<file path="src/sad_pkg.sv">
// Package with the types, codes and tile step function of the sprite attribute decoder.
package sad_pkg;

   localparam int unsigned CsrIndexWidth = 1;
   localparam int unsigned CsrDataWidth  = 9;

   localparam logic [CsrIndexWidth-1:0] CSR_FLIP_SCREEN    = 1'd0;
   localparam logic [CsrIndexWidth-1:0] CSR_DISPLAY_HEIGHT = 1'd1;

   localparam logic [8:0] DISPLAY_HEIGHT_RESET = 9'd224;

   localparam logic [7:0] SIZE_MASK   = 8'ha8;
   localparam logic [7:0] SIZE_ONE    = 8'h00;
   localparam logic [7:0] SIZE_TALL   = 8'h20;
   localparam logic [7:0] SIZE_WIDE   = 8'h08;
   localparam logic [7:0] SIZE_QUAD   = 8'h28;
   localparam logic [7:0] SIZE_DOUBLE = 8'ha0;

   localparam logic [9:0] X_BIAS     = 10'd71;
   localparam logic [9:0] Y_BIAS     = 10'd8;
   localparam logic [9:0] TILE_PIXELS = 10'd16;

   localparam logic [1:0] GFX_LOW  = 2'd0;
   localparam logic [1:0] GFX_MID  = 2'd1;
   localparam logic [1:0] GFX_HIGH = 2'd2;

   typedef enum logic [2:0] {
      MODE_ONE,
      MODE_TALL,
      MODE_WIDE,
      MODE_QUAD,
      MODE_DOUBLE
   } mode_type;

   typedef struct packed {
      logic [8:0]        code_base;
      logic [5:0]        color;
      logic              flip_x;
      logic              flip_y;
      logic signed [9:0] pos_x;
      logic signed [9:0] pos_y;
      mode_type          mode;
      logic [1:0]        last_idx;
   } slot_type;

   typedef struct packed {
      logic [1:0] code_add;
      logic       step_x;
      logic       step_y;
   } step_type;

   // Code offset and position steps of tile k within a sprite.
   function automatic step_type tile_step(mode_type mode, logic fx, logic fy, logic [1:0] k);
      step_type s;
      s = '0;
      unique case (mode)
         MODE_ONE: begin
            s = '0;
         end
         MODE_TALL: begin
            s.code_add = {k[0] ^ ~fy, 1'b0};
            s.step_y   = k[0];
         end
         MODE_WIDE: begin
            s.code_add = {1'b0, k[0]};
            s.step_x   = k[0] ^ fx;
         end
         MODE_QUAD: begin
            s.code_add = k ^ {~fy, fx};
            s.step_x   = k[0];
            s.step_y   = k[1];
         end
         MODE_DOUBLE: begin
            s.step_y = k[0];
         end
         default: begin
            s = '0;
         end
      endcase
      return s;
   endfunction

   function automatic logic [1:0] gfx_of(logic [8:0] code);
      logic [1:0] g;
      if (code[8]) begin
         g = GFX_HIGH;
      end else if (code[7]) begin
         g = GFX_MID;
      end else begin
         g = GFX_LOW;
      end
      return g;
   endfunction

endpackage

</file>
<file path="src/sad_slot_decode.sv">
// Decoder from six sprite attribute bytes to a slot descriptor.
module sad_slot_decode
   import sad_pkg::*;
(
   input  logic [7:0] code_byte,
   input  logic [7:0] color_byte,
   input  logic [7:0] ypos_byte,
   input  logic [7:0] xpos_byte,
   input  logic [7:0] attr_a,
   input  logic [7:0] attr_b,
   input  logic       flip_screen,
   input  logic [8:0] display_height,
   output logic       emit,
   output slot_type   slot
);

   logic [8:0] code;
   logic       fx;
   logic       fy;
   logic       size_ok;
   mode_type   mode;
   logic [1:0] last_idx;

   always_comb begin
      code = {attr_a[6], code_byte};
      fx   = attr_a[0] ^ flip_screen;
      fy   = attr_a[1] ^ flip_screen;
      size_ok  = 1'b1;
      mode     = MODE_ONE;
      last_idx = 2'd0;
      unique case (attr_a & SIZE_MASK)
         SIZE_ONE: begin
            mode = MODE_ONE;
         end
         SIZE_TALL: begin
            mode     = MODE_TALL;
            last_idx = 2'd1;
            code[1]  = 1'b0;
         end
         SIZE_WIDE: begin
            mode     = MODE_WIDE;
            last_idx = 2'd1;
            code[0]  = 1'b0;
         end
         SIZE_QUAD: begin
            mode      = MODE_QUAD;
            last_idx  = 2'd3;
            code[1:0] = 2'b00;
         end
         SIZE_DOUBLE: begin
            mode     = MODE_DOUBLE;
            last_idx = 2'd1;
         end
         default: begin
            size_ok = 1'b0;
         end
      endcase
   end

   assign emit = size_ok && !attr_b[1];

   assign slot.code_base = code;
   assign slot.color     = color_byte[5:0];
   assign slot.flip_x    = fx;
   assign slot.flip_y    = fy;
   assign slot.pos_x     = {1'b0, attr_b[0], xpos_byte} - X_BIAS;
   assign slot.pos_y     = {1'b0, display_height} - {2'b00, ypos_byte} - Y_BIAS;
   assign slot.mode      = mode;
   assign slot.last_idx  = last_idx;

endmodule

</file>
<file path="src/sprite_attribute_decoder.sv">
// Top level of the sprite attribute decoder: slot register, tile sequencer and result register.
//
// Each accepted slot beat is decoded into a slot register, and the tile sequencer then
// sends one tile command per cycle from it into the result register while the output is
// not stalled: a slot gives 1, 2 or 4 tiles, set by its size code, and a hidden slot
// or one with an unused size code gives none. The next slot is taken in the cycle that
// the last tile of the current one moves to the result register, so a stream of
// four-tile sprites runs with no gap between slots. Results are held in an output
// register and rsp_last marks the final tile of a slot.
module sprite_attribute_decoder
   import sad_pkg::*;
(
   input  logic                     clock,
   input  logic                     reset,
   input  logic                     csr_we,
   input  logic [CsrIndexWidth-1:0] csr_index,
   input  logic [CsrDataWidth-1:0]  csr_wdata,
   input  logic                     req_valid,
   output logic                     req_ready,
   input  logic [7:0]               req_code_byte,
   input  logic [7:0]               req_color_byte,
   input  logic [7:0]               req_ypos_byte,
   input  logic [7:0]               req_xpos_byte,
   input  logic [7:0]               req_attr_a,
   input  logic [7:0]               req_attr_b,
   output logic                     rsp_valid,
   input  logic                     rsp_ready,
   output logic [1:0]               rsp_gfx_set,
   output logic [8:0]               rsp_tile_code,
   output logic [5:0]               rsp_tile_color,
   output logic                     rsp_flip_x,
   output logic                     rsp_flip_y,
   output logic signed [9:0]        rsp_pos_x,
   output logic signed [9:0]        rsp_pos_y,
   output logic                     rsp_last
);

   logic       flip_screen_ff, flip_screen_in;
   logic [8:0] display_height_ff, display_height_in;

   logic       slot_valid_ff, slot_valid_in;
   slot_type   slot_ff, slot_in;
   logic [1:0] tile_idx_ff, tile_idx_in;

   logic              rsp_valid_ff, rsp_valid_in;
   logic [1:0]        gfx_ff, gfx_in;
   logic [8:0]        code_ff, code_in;
   logic [5:0]        color_ff;
   logic              fx_ff, fy_ff;
   logic signed [9:0] x_ff, x_in;
   logic signed [9:0] y_ff, y_in;
   logic              last_ff, last_in;

   logic     dec_emit;
   slot_type dec_slot;
   step_type step;
   logic     out_advance;
   logic     issue;
   logic     last_issue;
   logic     accept;

   sad_slot_decode u_decode (
      .code_byte      (req_code_byte),
      .color_byte     (req_color_byte),
      .ypos_byte      (req_ypos_byte),
      .xpos_byte      (req_xpos_byte),
      .attr_a         (req_attr_a),
      .attr_b         (req_attr_b),
      .flip_screen    (flip_screen_ff),
      .display_height (display_height_ff),
      .emit           (dec_emit),
      .slot           (dec_slot)
   );

   always_comb begin
      flip_screen_in    = flip_screen_ff;
      display_height_in = display_height_ff;
      if (csr_we) begin
         unique case (csr_index)
            CSR_FLIP_SCREEN: begin
               flip_screen_in = csr_wdata[0];
            end
            CSR_DISPLAY_HEIGHT: begin
               display_height_in = csr_wdata[8:0];
            end
            default: begin
            end
         endcase
      end
   end

   assign out_advance = !rsp_valid_ff || rsp_ready;
   assign issue       = slot_valid_ff && out_advance;
   assign last_issue  = issue && (tile_idx_ff == slot_ff.last_idx);
   assign req_ready   = !slot_valid_ff || last_issue;
   assign accept      = req_valid && req_ready;

   always_comb begin
      slot_valid_in = slot_valid_ff;
      slot_in       = slot_ff;
      if (accept) begin
         slot_valid_in = dec_emit;
         slot_in       = dec_slot;
      end else if (last_issue) begin
         slot_valid_in = 1'b0;
      end
      if (last_issue || !slot_valid_ff) begin
         tile_idx_in = 2'd0;
      end else if (issue) begin
         tile_idx_in = tile_idx_ff + 2'd1;
      end else begin
         tile_idx_in = tile_idx_ff;
      end
   end

   always_comb begin
      step    = tile_step(slot_ff.mode, slot_ff.flip_x, slot_ff.flip_y, tile_idx_ff);
      code_in = slot_ff.code_base | {7'd0, step.code_add};
      gfx_in  = gfx_of(code_in);
      x_in    = slot_ff.pos_x + (step.step_x ? TILE_PIXELS : 10'd0);
      y_in    = slot_ff.pos_y - (step.step_y ? TILE_PIXELS : 10'd0);
      last_in = (tile_idx_ff == slot_ff.last_idx);
      rsp_valid_in = out_advance ? slot_valid_ff : rsp_valid_ff;
   end

   always_ff @(posedge clock) begin
      if (reset) begin
         flip_screen_ff    <= 1'b0;
         display_height_ff <= DISPLAY_HEIGHT_RESET;
         slot_valid_ff     <= 1'b0;
         tile_idx_ff       <= 2'd0;
         rsp_valid_ff      <= 1'b0;
      end else begin
         flip_screen_ff    <= flip_screen_in;
         display_height_ff <= display_height_in;
         slot_valid_ff     <= slot_valid_in;
         tile_idx_ff       <= tile_idx_in;
         rsp_valid_ff      <= rsp_valid_in;
      end
   end

   always_ff @(posedge clock) begin
      slot_ff <= slot_in;
      if (issue) begin
         gfx_ff   <= gfx_in;
         code_ff  <= code_in;
         color_ff <= slot_ff.color;
         fx_ff    <= slot_ff.flip_x;
         fy_ff    <= slot_ff.flip_y;
         x_ff     <= x_in;
         y_ff     <= y_in;
         last_ff  <= last_in;
      end
   end

   assign rsp_valid      = rsp_valid_ff;
   assign rsp_gfx_set    = gfx_ff;
   assign rsp_tile_code  = code_ff;
   assign rsp_tile_color = color_ff;
   assign rsp_flip_x     = fx_ff;
   assign rsp_flip_y     = fy_ff;
   assign rsp_pos_x      = x_ff;
   assign rsp_pos_y      = y_ff;
   assign rsp_last       = last_ff;

endmodule
</file>
<file path="config.mk">
export PLATFORM = sky130hd
export DESIGN_NAME = sprite_attribute_decoder
export DESIGN_NICKNAME = d
export VERILOG_FILES = /design/src/sad_pkg.sv /design/src/sad_slot_decode.sv /design/src/sprite_attribute_decoder.sv
export SDC_FILE = /design/constraint.sdc
export NUM_CORES = 1
export LEC_CHECK = 0
export BUFFER_PORTS_ARGS = -buffer_cell sky130_fd_sc_hd__clkbuf_2
export CORE_ASPECT_RATIO = 0.8
export CORE_MARGIN = 2
export CORE_UTILIZATION = 25
export DETAILED_ROUTE_END_ITERATION = 10
export GPL_TIMING_DRIVEN = 1
export PLACE_DENSITY_LB_ADDON = 0.12
export SYNTH_ARGS = -nofsm -noshare
export SYNTH_HDL_FRONTEND = slang
export SYNTH_SLANG_ARGS = --single-unit
</file>
<file path="constraint.sdc">
create_clock -name clock -period 3.95 [get_ports clock]
set_clock_uncertainty 0.1 [all_clocks]
set_input_delay 0.1975 -clock clock [delete_from_list [all_inputs] [get_ports clock]]
set_output_delay 0.1975 -clock clock [all_outputs]
set_load 0.005 [all_outputs]
</file>
# == Word level (Yosys, flattened, before mapping) ==
# Cells that the tools add are included.
# totals
in_bits,63
reg_bits,96
output_inout_bits,42
elab_cells,76
# classes
n_mux,11
bitwise_logic,8
n_eq_ne,9
n_reduce_logical,19
addsub,6
# op_table
op,n
== test 3 x 2 -> 1 bit (second input constant),4
case mux 3 bit (4 select lines),1
adder 10 x 5 -> 10 bit,1
2-to-1 mux 5 bit,2
subtractor 10 x 4 -> 10 bit (second input constant),1
subtractor 10 x 5 -> 10 bit,1
subtractor 9 x 7 -> 10 bit (second input constant),1
subtractor 9 x 8 -> 10 bit,1
bitwise OR 9 x 2 -> 9 bit,1
zero test 8 bit,1
OR reduction 2 bit,4
== test 3 x 1 -> 1 bit (second input constant),2
== test 3 bit (second input constant),2
case mux 2 bit (3 select lines),1
OR reduction 5 bit,1
logical AND 1 bit,4
2-to-1 mux 1 bit,4
case mux 1 bit (2 select lines),2
case mux 2 bit (2 select lines),1
AND reduction 2 bit,2
bitwise XOR 1 bit,4
zero test 1 bit,3
OR reduction 3 bit,1
adder 2 x 1 -> 2 bit (second input constant),1
other kinds (5),7

# == Depth between registers and ports, before layout ==
# Gate-level depths: netlist of run 1.
# depth
word_depth,7
mapped_depth,10
mapped_depth_nobuf,10

# == Hierarchy ==
# A second synthesis of run 1 with hierarchy kept.
# unflattened
cells_unflattened,309
hier_area_um2,4181.5
# modules_own_cells
module,area_each_um2,seq_area_each_um2,n_inst,cells_each
sprite_attribute_decoder,3349.5,2742.6,1,192
sad_slot_decode,832.0,0.0,1,117

# == Least setup slack after synthesis of run 1 ==
# No wires, ideal clock.
# synth_path
path_kind,register to register
from,"reg rsp_valid_ff, in the netlist rsp_valid"
to,"reg fx_ff, in the netlist rsp_flip_x (enable)"
n_path_buf,0
path_stages_with_launch,3
arrival_ns,2.293
path_slack_ns,1.115
required_time_ns,3.408
setup_ns,0.442
period_less_slack_ns,2.835
path_cell_list,dfxtp_1 > nor2b_1 > nor2b_1
# synth_via
elab_chain_cells,3
# synth_lines
item,line_no,text
from (decl),sprite_attribute_decoder.sv:45,"logic rsp_valid_ff, rsp_valid_in;"
from (signal assigned),sprite_attribute_decoder.sv:138,rsp_valid_ff <= rsp_valid_in;
zero test 1 bit,sprite_attribute_decoder.sv:92,assign out_advance = !rsp_valid_ff || rsp_ready;
logical OR 1 bit,sprite_attribute_decoder.sv:92,
logical AND 1 bit,sprite_attribute_decoder.sv:93,assign issue = slot_valid_ff && out_advance;
to (signal assigned),sprite_attribute_decoder.sv:148,fx_ff <= slot_ff.flip_x;
to (decl),sprite_attribute_decoder.sv:49,"logic fx_ff, fy_ff;"
# Every way passes these cells.
# A chain may end at the register's enable or synchronous reset.

# == Worst setup path after layout of run 1 ==
# layout_path
from,reg tile_idx_ff[0]
to,reg slot_ff[20] in the netlist's numbering (enable)
# layout_via
elab_chain_cells,4
# layout_lines
item,line_no,text
from (decl),sprite_attribute_decoder.sv:43,"logic [1:0] tile_idx_ff, tile_idx_in;"
from (signal assigned),sprite_attribute_decoder.sv:137,tile_idx_ff <= tile_idx_in;
== test 2 bit,sprite_attribute_decoder.sv:94,assign last_issue = issue && (tile_idx_ff == slot_ff.last_idx);
logical AND 1 bit,sprite_attribute_decoder.sv:94,
logical OR 1 bit,sprite_attribute_decoder.sv:95,assign req_ready = !slot_valid_ff || last_issue;
logical AND 1 bit,sprite_attribute_decoder.sv:96,assign accept = req_valid && req_ready;
named net accept,sprite_attribute_decoder.sv:60,logic accept;
to (signal assigned),sprite_attribute_decoder.sv:143,slot_ff <= slot_in;
to (decl),sprite_attribute_decoder.sv:42,"slot_type slot_ff, slot_in;"
# The timed path passes the listed nets, and every way through them passes these cells.

==> summary.txt, run 1 <==
========================================================================================
Via count of the first global-routing pass                                          2446
First-pass GRT wire length                                                      11980 um
Master cell of the clock root buffer                                           clkbuf_16
Critical path data arrival time                                                  2.26 ns
Placement-stage worst setup slack                                               1.522 ns
Type of destination of the critical path                                            flop
Worst Tran Pin Value                                                            1.003 ns
Standard-cell rows                                                                    41
Warning count from the yosys run                                                       0
Ys async rst share                                                                     0
Sequential cell fraction of total power                                            0.543
Largest area contributor in the synthesized netlist                             edfxtp_1
Register-to-Register Path Depth                                                        5
Fin. max-slew vios                                                                     0
Final setup margin                                                              1.598 ns
Period utilisation layout                                                         0.5954
Resize count post-CTS                                                                  0
IO Port Bufs                                                                          94
Cell variety after synth                                                              39
Maximum buffer depth of the clock tree                                                 2
Routed via count                                                                    2479
Number of placed I/O pins                                                            105
Clock transition at the registers of the reported paths                          0.06 ns
Total die area                                                                17060 um^2
Largest net degree at the start of global routing                                     31
Wire length per cell after detailed routing                                     11.85 um
Clock tree from TritonCTS                                                           done
End of the critical path                                                     slot_ff[20]
Final nets                                                                           506
Initial detailed-routing violation count                                             102
Startpoint of the most critical setup path                                  tile_idx_ff[0]
Cells after synthesis                                                                294
Most used DFF post-synth                                                        edfxtp_1
Skew-Pair Late Insertion Delay                                                   0.34 ns
Number of search-and-repair iterations in the first detailed-routing pass              4
Shortest period the worst path allows                                           2.352 ns
Total nets after synthesis                                                           379
Count of flip-flops with a built-in enable after synthesis                            82
Areal power density over the cells                                          425.5 nW/um^2
Residual overflow from global routing                                                  0
Detail Route Antenna Nets                                                              0
Post-synthesis sequential area ratio                                              0.6846
Class of the most critical setup path                                       flop to flop
Setup slack of the most critical reg-to-reg path                                 1.60 ns
Hold Startpoint                                                                req_valid
Avg Inst Size Synth                                                           13.63 um^2
Signed area change from the synthesized netlist to the final layout               31.01%
Hold violation total from the final report                                             0
Cells traversed along the worst timing path                                 xnor2_1 > nand2_2 > o21ai_1 > and2_2 > buf_4
Reg-to-Reg Start                                                            tile_idx_ff[0]
H-tree level count                                                                     3
Share of power burned in combinational logic                                       0.105
Int Pwr                                                                         1.721 mW
Status                                                                         completed
Share of Yosys cell area claimed by the top area cell type                        0.6146
Number of max-cap violations                                                           0
Startpoint Class                                                                    flop
Remaining max-slew budget at the tightest pin                                     0.3301
Area of the mapped netlist                                                     4006 um^2
TritonCTS buffer count                                                                 9
Cell with the largest stage delay on the worst path                              dfxtp_1
Number of design rule violations left after detail routing                             0
Proportion of total power due to net switching                                    0.2293
Total wire length after detailed routing                                         7598 um
Layout cells sized above 1                                                        0.2723
Number of clock sinks                                                                 96
Top area cells in the synthesized netlist                                   edfxtp_1 (61%), dfxtp_1 (7.0%), ha_1 (6.6%), nand2_1 (3.2%), inv_1 (3.1%)
Worst vdd ir                                                                 0.0001915 V
Gp weighted congestion                                                            0.6864
HPWL reported at the end of detailed placement                                   5378 um
Worst endpoint required time                                                     3.86 ns
Max Freq                                                                       425.2 MHz
Overall die width                                                               145.5 um
Placeable core region                                                         15750 um^2
Final sum of negative setup slack                                                   0 ns
Worst r2r dst                                                                slot_ff[20]
Vertical extent of the die                                                      117.2 um
Initial standard-cell utilization of the core                                     0.2544
Clock Power Share                                                                  0.351
Initial antenna violation count                                                        0
Type of the tightest min-delay check                                        input port to flop
Antenna cells                                                                          0
Unrepaired setup endpoints after global routing                                       no
Total Routing Usage GR                                                           0.09267
Net switching power figure                                                     0.5121 mW
Top fanout value on the critical path                                                 24
Slowest Stage Delay on Critical Path                                             0.51 ns
Static Leakage                                                                  2.157 nW
Final-report setup violation count                                                     0
Synth Register Bits                                                                   96
Vias per Instance                                                                  3.867
Worst Hold Path Cells                                                                  3
========================================================================================
[cell usage in the layout, fill, tap and decap left out, drive strengths merged, types with 4 or more instances in the layout]
master       instances
a21oi               15
clkbuf             103
clkinv               7
dfxtp               14
dlygate4sd3         23
edfxtp              82
ha                  21
inv                 34
nand2               35
nand2b               4
nand3b               4
nor2                 9
nor2b               10
o21ai                6
xnor2               13
xor2                14
[power by group through the flow]
stage	Clock, mW	Sequential (mW)	Combinational [mW]
CTS	0.822	1.21	0.242
global placement	0	1.24	0.222
finish	0.784	1.21	0.236
floorplan	0	1.23	0.137
global route	0.857	1.22	0.272
detailed placement	0	1.24	0.222
[critical path: cells and delay by family (launching register included)]
| family | cells | cell delay [ns] |
|---|---|---|
| buf+inv | 1 | 0.42 |
| compound gates | 1 | 0.21 |
| simple gates | 2 | 0.58 |
| flops | 1 | 0.51 |
| xor+xnor | 1 | 0.18 |
[state kept, by name (all words and copies together), names as in the netlist, 2 cells and up]
register	flops
rsp_pos_y	10
rsp_gfx_set	2
rsp_tile_code	9
tile_idx_ff	2
slot_ff	42
rsp_tile_color	6
display_height_ff	9
rsp_pos_x	10
[worst min path at each step]
| stage | end |
|---|---|
| floorplan | slot_ff[27] |
| global placement | slot_ff[31] |
| global route | slot_ff[34] |
| detailed placement | slot_ff[32] |
| finish | slot_valid_ff |
| CTS | slot_valid_ff |
[final cells by class]
| type | instances | area [um^2] |
|---|---|---|
| flip-flops and latches | 96 | 2743 |
| multi-input cells | 161 | 1130 |
| clock buffers | 9 | 225.2 |
| inverters | 34 | 127.6 |
| repair buffers | 119 | 715.7 |
| well taps | 215 | 269.0 |
| clock inverters | 7 | 38.79 |
| fillers | 1624 | 10500 |
[layer usage]
layer / global-route usage / share of wire / vias up / wire length (um)
li1: - / - / 1278 / -
met1: 0.1117 / 0.47 / 1128 / 3541
met2: 0.1488 / 0.46 / 61 / 3491
met3: 0.03372 / 0.049 / 12 / 375
met4: 0.04641 / 0.025 / 0 / 190
met5: 0 / 0 / - / 0
[cell usage after synthesis (2+ instances only)]
cell	count
o21ai_1	2
nor2_1	9
and2_1	3
a211oi_1	2
o211ai_1	2
nand3b_1	4
xor2_1	14
nor2b_1	10
ha_1	21
nand2_1	34
edfxtp_1	82
inv_1	33
nor3_1	3
xnor2_1	13
nor3b_1	2
o21bai_1	2
o21ai_0	4
a21oi_1	14
dfxtp_1	14
clkbuf_1	2
nand2b_1	4
nand3_1	3
[repair_timing]
action / CTS / global route
endpoints found under the hold margin: 23 / 0
buffers inserted: 0 / 0
hold buffers: 23 / 0
[cells by family (layout without fill, tap and decap cells)]
kind of cell / after synthesis / in the layout / synth area share
flops: 96 / 96 / 0.6846
mux: 1 / 1 / 0.002499
compound gates: 36 / 36 / 0.05747
fa+ha+maj: 22 / 22 / 0.07058
buf+inv: 37 / 169 / 0.03560
xor+xnor: 27 / 27 / 0.05903
simple gates: 75 / 75 / 0.09025
[through the flow]
stage	area [um^2]	hold WS (ns)	power, mW	util	std cells
global route	5249	0.03359	2.349	0.3333	641
global placement	4755	0.2761	1.457	0.3019	602
CTS	5249	0.01805	2.279	0.3333	641
floorplan	4006	0.1964	1.369	-	294
detailed placement	4755	0.2763	1.459	0.3019	602
finish	5249	0.03014	2.233	0.3333	641
(Power assumes the default switching activity.)
==> inputs of run 2 (changes only) <==
ABC_AREA = 1   (was default)
clock period = 1.9 ns   (was 3.95 ns; I/O delays follow)
==> run 2 against run 1 <==
  * Sequential cell count stayed put
  * Synthesized area is 4.8% higher
  * Largest power group unchanged
  * Final cell count is 15% higher
  * Die area is 4.6% higher
  * Combinational power grew to 2.8 times the previous value
  * Register-to-register slack worse by 1.5 ns
==> summary.txt, run 2 <==
========================================================================================
Status                                                                         completed
Unrepaired setup endpoints after global routing                                      yes
Standard-cell rows                                                                    42
Total nets after synthesis                                                           447
Number of filler instances in the final layout                                      1696
Worst r2r dst                                                               rsp_pos_x[8]
Setup slack of the most critical reg-to-reg path                                 0.06 ns
Cell variety after synth                                                              30
Critical path data arrival time                                                  1.84 ns
Fin. max-slew vios                                                                     0
First-pass GRT wire length                                                      13610 um
Wire length per cell after detailed routing                                     11.41 um
Hold-critical path endpoint                                                  slot_ff[20]
HPWL reported at the end of detailed placement                                   6080 um
Total die area                                                                17850 um^2
Skew-Pair Late Insertion Delay                                                   0.35 ns
Avg Inst Size Synth                                                           11.60 um^2
Number of search-and-repair iterations in the first detailed-routing pass              4
Core occupancy in the finished layout                                             0.3588
Layout cells sized above 1                                                        0.3154
Overall die width                                                               148.9 um
Total Routing Usage GR                                                            0.1010
Warning count from the yosys run                                                       0
Most used DFF post-synth                                                        edfxtp_1
Number of placed I/O pins                                                            105
Remaining max-slew budget at the tightest pin                                     0.7492
TritonCTS buffer count                                                                 9
Maximum buffer depth of the clock tree                                                 2
Type of the tightest min-delay check                                        input port to flop
Number of max-cap violations                                                           0
IO Port Bufs                                                                          94
Routed via count                                                                    2883
Residual overflow from global routing                                                  0
Max Freq                                                                       544.9 MHz
Count of flip-flops with a built-in enable after synthesis                            82
Most common library cell in the layout ignoring fill and taps                   clkbuf_2
Largest area contributor in the synthesized netlist                             edfxtp_1
Detail Route Antenna Nets                                                              0
Initial antenna violation count                                                        0
Hold violation total from the final report                                             0
Sum of internal, switching and leakage power                                    4.916 mW
Worst Hold Path Cells                                                                  3
Leading cell types in the layout, fill and taps excluded                    clkbuf_2 (94), edfxtp_1 (82), inv_1 (61)
Static Leakage                                                                  2.560 nW
Ys async rst share                                                                     0
Final-report setup violation count                                                     0
Most frequent cell after synthesis                                              edfxtp_1
Top fanout value on the critical path                                                  4
Initial detailed-routing violation count                                              79
Worst endpoint required time                                                     1.91 ns
Final sum of negative setup slack                                                   0 ns
Worst Tran Pin Value                                                           0.3758 ns
Hold Startpoint                                                             req_xpos_byte[5]
Total wire length after detailed routing                                         8443 um
Most numerous cell types in the synthesized netlist                         edfxtp_1 (82), inv_1 (64), nand2_1 (61), nor2_1 (26), ha_1 (21)
Post-synthesis sequential area ratio                                              0.6534
Synth Register Bits                                                                   96
Areal power density over the cells                                          830.3 nW/um^2
Worst vdd ir                                                                 0.0004039 V
Clock tree from TritonCTS                                                           done
Hold Slack                                                                    0.02507 ns
H-tree level count                                                                     3
Largest net degree at the start of global routing                                     44
Area of the mapped netlist                                                     4198 um^2
Gp weighted congestion                                                            0.7279
Number of design rule violations left after detail routing                             0
Signed area change from the synthesized netlist to the final layout               41.04%
Biggest register                                                                 slot_ff
Antenna cells                                                                          0
Initial standard-cell utilization of the core                                     0.2544
Number of clock sinks                                                                 96
Flip-flop count of the largest register, all copies and words added                   42
Clock transition at the registers of the reported paths                          0.07 ns
Final nets                                                                           600
Share of Yosys cell area claimed by the top area cell type                        0.5866
Class of the most critical setup path                                       flop to flop
Placeable core region                                                         16500 um^2
Reg-to-Reg Start                                                              slot_ff[4]
Period utilisation layout                                                         0.9659
Via count of the first global-routing pass                                          2800
Startpoint Class                                                                    flop
Shortest period the worst path allows                                           1.835 ns
Master cell of the clock root buffer                                           clkbuf_16
Register-to-Register Path Depth                                                        7
Vertical extent of the die                                                      119.9 um
Top area cells in the synthesized netlist                                   edfxtp_1 (59%), dfxtp_1 (6.7%), ha_1 (6.3%), inv_1 (5.7%), nand2_1 (5.5%)
Vias per Instance                                                                  3.896
Type of destination of the critical path                                            flop
Cells after synthesis                                                                362
========================================================================================
-- run 2: cell types whose count changed in the layout (fill, tap and decap cells not counted), sizes merged, moves of 5 or more --
cell | previous run | this run
nor2 | 9 | 26
nand2 | 35 | 63
clkinv | 7 | 2
nor2b | 10 | 0
xnor2 | 13 | 4
a21oi | 15 | 10
o21ai | 6 | 13
inv | 34 | 74
nand3 | 3 | 20
dlygate4sd3 | 23 | 40
buf | 2 | 10
-- run 2: layer usage --
metal	part of all wire	wire, um	GRT usage
met5	0	0	0
met4	0.018	154	0.04107
met3	0.049	412	0.03612
met2	0.45	3814	0.1531
met1	0.48	4062	0.1314
-- run 2: repair_timing --
item | CTS | global route
pin swaps | 0 | 5
hold buffers | 40 | 0
setup endpoints to repair | 2 | 14
buffers inserted | 0 | 1
endpoints found under the hold margin | 37 | 0
gates resized for setup | 0 | 32
-- run 2: where the power goes --
part | internal (mW) | switching (mW)
clock | 0.914 | 0.830
sequential | 2.46 | 0.0540
combinational | 0.312 | 0.341
total | 3.69 | 1.23
-- run 2: worst max-delay path by stage --
| stage | from | to | slack (ns) | cells past startpoint |
|---|---|---|---|---|
| final | slot_ff[4] | rsp_pos_x[8] | 0.06 | 7 |
| after global routing | slot_ff[4] | rsp_pos_x[8] | -0.02 | 7 |
| after CTS | slot_ff[4] | rsp_pos_y[8] | -0.01 | 7 |
| after detailed placement | slot_ff[4] | rsp_pos_y[8] | -0.005 | 7 |
| after global placement | slot_ff[4] | rsp_pos_y[8] | 0.0005 | 7 |
| after floorplan | tile_idx_ff[0] | slot_ff[0] | -0.06 | 6 |
-- run 2: worst max-delay path, cell delays in order, from the launching register on --
cell and delay, ns:
edfxtp_1 0.45, nor3_2 0.24, inv_2 0.09, o21ai_2 0.14, ha_2 0.22, ha_4 0.14
nand3_2 0.08, xor2_1 0.14
-- run 2: cell type report --
class / instances / area, um^2 / share of cell area
inverters: 71 / 269.0 / 0.04544
flip-flops and latches: 96 / 2744 / 0.4634
clock inverters: 7 / 63.81 / 0.01078
multi-input cells: 193 / 1360 / 0.2297
clock buffers: 9 / 225.2 / 0.03804
repair buffers: 144 / 983.4 / 0.1661
well taps: 220 / 275.3 / 0.04649
-- run 2: per-stage QoR --
| step | worst slack [ns] | std cells | cell area [um^2] |
|---|---|---|---|
| floorplan | -0.06230 | 362 | 4222 |
| global placement | 0.0004822 | 683 | 5056 |
| detailed placement | -0.004724 | 683 | 5056 |
| CTS | -0.01284 | 739 | 5746 |
| global route | -0.01919 | 740 | 5921 |
| finish | 0.06484 | 740 | 5921 |
-- run 2: cell families (layout without fill, tap and decap cells) --
kind of cell,count (synthesis),in the layout,share of synthesized area
AO/OA/AOI/OAI,30,30,0.04233
AND/OR/NAND/NOR,121,121,0.1279
adder cells (fa/ha/maj),22,22,0.06736
buffers and inverters,73,231,0.06736
flip-flops,96,96,0.6534
XOR/XNOR,20,20,0.04173
==> inputs of run 3 (changes only) <==
CELL_PAD_IN_SITES_DETAIL_PLACEMENT = 2   (was default)
CELL_PAD_IN_SITES_GLOBAL_PLACEMENT = 2   (was default)
clock period = 1.6 ns   (was 1.9 ns; I/O delays follow)
==> run 3 against run 2 <==
  * The run now ends with negative setup slack left
  * Global-route usage grew 3.3 points
  * Total power grew 28%
  * Combinational power grew 75%
  * Register-to-register slack lost 0.32 ns
  * Wire length grew 34%
  * Count of clock-buffer cells in the layout is the same
  * Sequential cell count is the same
  * Worst hold slack lost 0.010 ns
  * Critical endpoint unchanged
  * Sequential share of layout area shrank 4.9 points
  * Utilization grew 4.5 points
  * Maximum frequency shrank 1.3%
==> summary.txt, run 3 (synthesis results as in run 2) <==
========================================================================================
Top fanout value on the critical path                                                  4
Shortest period the worst path allows                                           1.859 ns
Most common library cell in the layout ignoring fill and taps                   clkbuf_2
Residual overflow from global routing                                                  0
TritonCTS buffer count                                                                 9
Critical path data arrival time                                                  1.86 ns
Layout cells sized above 1                                                        0.4516
Hold-critical path endpoint                                                  slot_ff[22]
Unrepaired setup endpoints after global routing                                      yes
Leading cell types in the layout, fill and taps excluded                    clkbuf_2 (94), edfxtp_1 (82), inv_1 (47)
Initial antenna violation count                                                        0
Hold Slack                                                                    0.01498 ns
Clock tree from TritonCTS                                                           done
Register-to-Register Path Depth                                                        7
Via count of the first global-routing pass                                          3485
Routed via count                                                                    3217
Initial standard-cell utilization of the core                                     0.2544
Number of design rule violations left after detail routing                             0
Fin. max-slew vios                                                                     0
Number of placed I/O pins                                                            105
Class of the most critical setup path                                       flop to flop
IO Port Bufs                                                                          94
Maximum buffer depth of the clock tree                                                 2
Final setup margin                                                            -0.2592 ns
Largest net degree at the start of global routing                                     44
Worst r2r dst                                                               rsp_pos_x[8]
Type of the tightest min-delay check                                        input port to flop
Placeable core region                                                         16500 um^2
Initial detailed-routing violation count                                              87
Cell area reported after detailed placement                                    5296 um^2
Status                                                                      complete, but fails checks
Gp weighted congestion                                                            0.7571
Biggest register                                                                 slot_ff
Setup slack of the most critical reg-to-reg path                                -0.26 ns
Master cell of the clock root buffer                                           clkbuf_16
Wire length per cell after detailed routing                                     14.59 um
Remaining max-slew budget at the tightest pin                                     0.7346
Total wire length after detailed routing                                        11350 um
Vertical extent of the die                                                      119.9 um
Reg-to-Reg Start                                                              slot_ff[4]
Fin area                                                                       6660 um^2
Skew-Pair Late Insertion Delay                                                   0.35 ns
Hold Startpoint                                                             req_xpos_byte[6]
Type of destination of the critical path                                            flop
First-pass GRT wire length                                                      18150 um
Detail Route Antenna Nets                                                              0
Max Freq                                                                       537.9 MHz
Signed area change from the synthesized netlist to the final layout               58.66%
Flip-flop count of the largest register, all copies and words added                   42
Failing checks                                                              negative setup slack
Final nets                                                                           638
H-tree level count                                                                     3
HPWL reported at the end of detailed placement                                   7430 um
Worst Hold Path Cells                                                                  3
Total Routing Usage GR                                                            0.1345
Final-report setup violation count                                                    53
Hold violation total from the final report                                             0
Worst vdd ir                                                                 0.0005003 V
Period utilisation layout                                                          1.162
Clock transition at the registers of the reported paths                          0.07 ns
Standard-cell rows                                                                    42
Placement-stage worst setup slack                                             -0.3027 ns
Number of max-cap violations                                                           0
Worst endpoint required time                                                     1.61 ns
Number of search-and-repair iterations in the first detailed-routing pass              4
Antenna cells                                                                          0
Number of clock sinks                                                                 96
Overall die width                                                               148.9 um
Static Leakage                                                                  2.872 nW
Vias per Instance                                                                  4.135
Startpoint Class                                                                    flop
Areal power density over the cells                                          942.5 nW/um^2
Worst Tran Pin Value                                                           0.3977 ns
Total die area                                                                17850 um^2
Number of filler instances in the final layout                                      1772
========================================================================================
## run 3: metrics by stage
step | power, mW | TNS, ns | util | std cells
after floorplan | 3.489 | -17.58 | - | 362
after global placement | 3.818 | -8.209 | 0.3210 | 698
after detailed placement | 3.847 | -9.656 | 0.3210 | 698
after CTS | 6.335 | -5.634 | 0.3969 | 776
after global routing | 6.607 | -11.88 | 0.4036 | 778
final | 6.277 | -7.721 | 0.4036 | 778
## run 3: worst max path at each step
stage	from	endpoint	slack, ns	depth (start not counted)
6_report	slot_ff[4]	rsp_pos_x[8]	-0.26	7
5_1_grt	slot_ff[2]	rsp_pos_x[9]	-0.35	8
4_1_cts	slot_ff[4]	rsp_pos_x[9]	-0.25	7
3_5_place_dp	slot_ff[4]	rsp_pos_x[8]	-0.30	7
3_3_place_gp	tile_idx_ff[0]	rsp_pos_x[8]	-0.22	7
2_1_floorplan	tile_idx_ff[0]	slot_ff[0]	-0.36	6
## run 3: metal layers
metal  track usage  wire, um
met1        0.1681      5118
met2        0.2312      5704
met3       0.03384       404
met4       0.03750       125
met5             0         0
## run 3: cell type report
type                    instances  area (um^2)  area share
multi-input cells             193         1605      0.2410
inverters                      71        271.5     0.04077
clock buffers                   9        225.2     0.03382
well taps                     220        275.3     0.04133
repair buffers                182         1458      0.2189
flip-flops and latches         96         2759      0.4142
clock inverters                 7        66.31    0.009957
## run 3: where the power goes
part	total, mW	internal, mW	switching, mW
logic	1.14	0.582	0.560
registers	3.01	2.93	0.0782
clock network	2.13	1.10	1.03
## run 3: worst max-delay path: stages, from the launching register on
cell	delay, ns
edfxtp_1	0.48
nor3_4	0.24
inv_2	0.07
o21ai_2	0.11
ha_2	0.24
ha_4	0.15
nand3_2	0.08
xor2_1	0.15
## run 3: repair_timing
item                                    4_1_cts  5_1_grt
pin swaps                                    26       16
endpoints found under the setup margin       61       63
endpoints found under the hold margin        37        0
hold buffers                                 41        0
resized for setup                            54       29
buffers inserted                             15        5
cloned                                        6        1
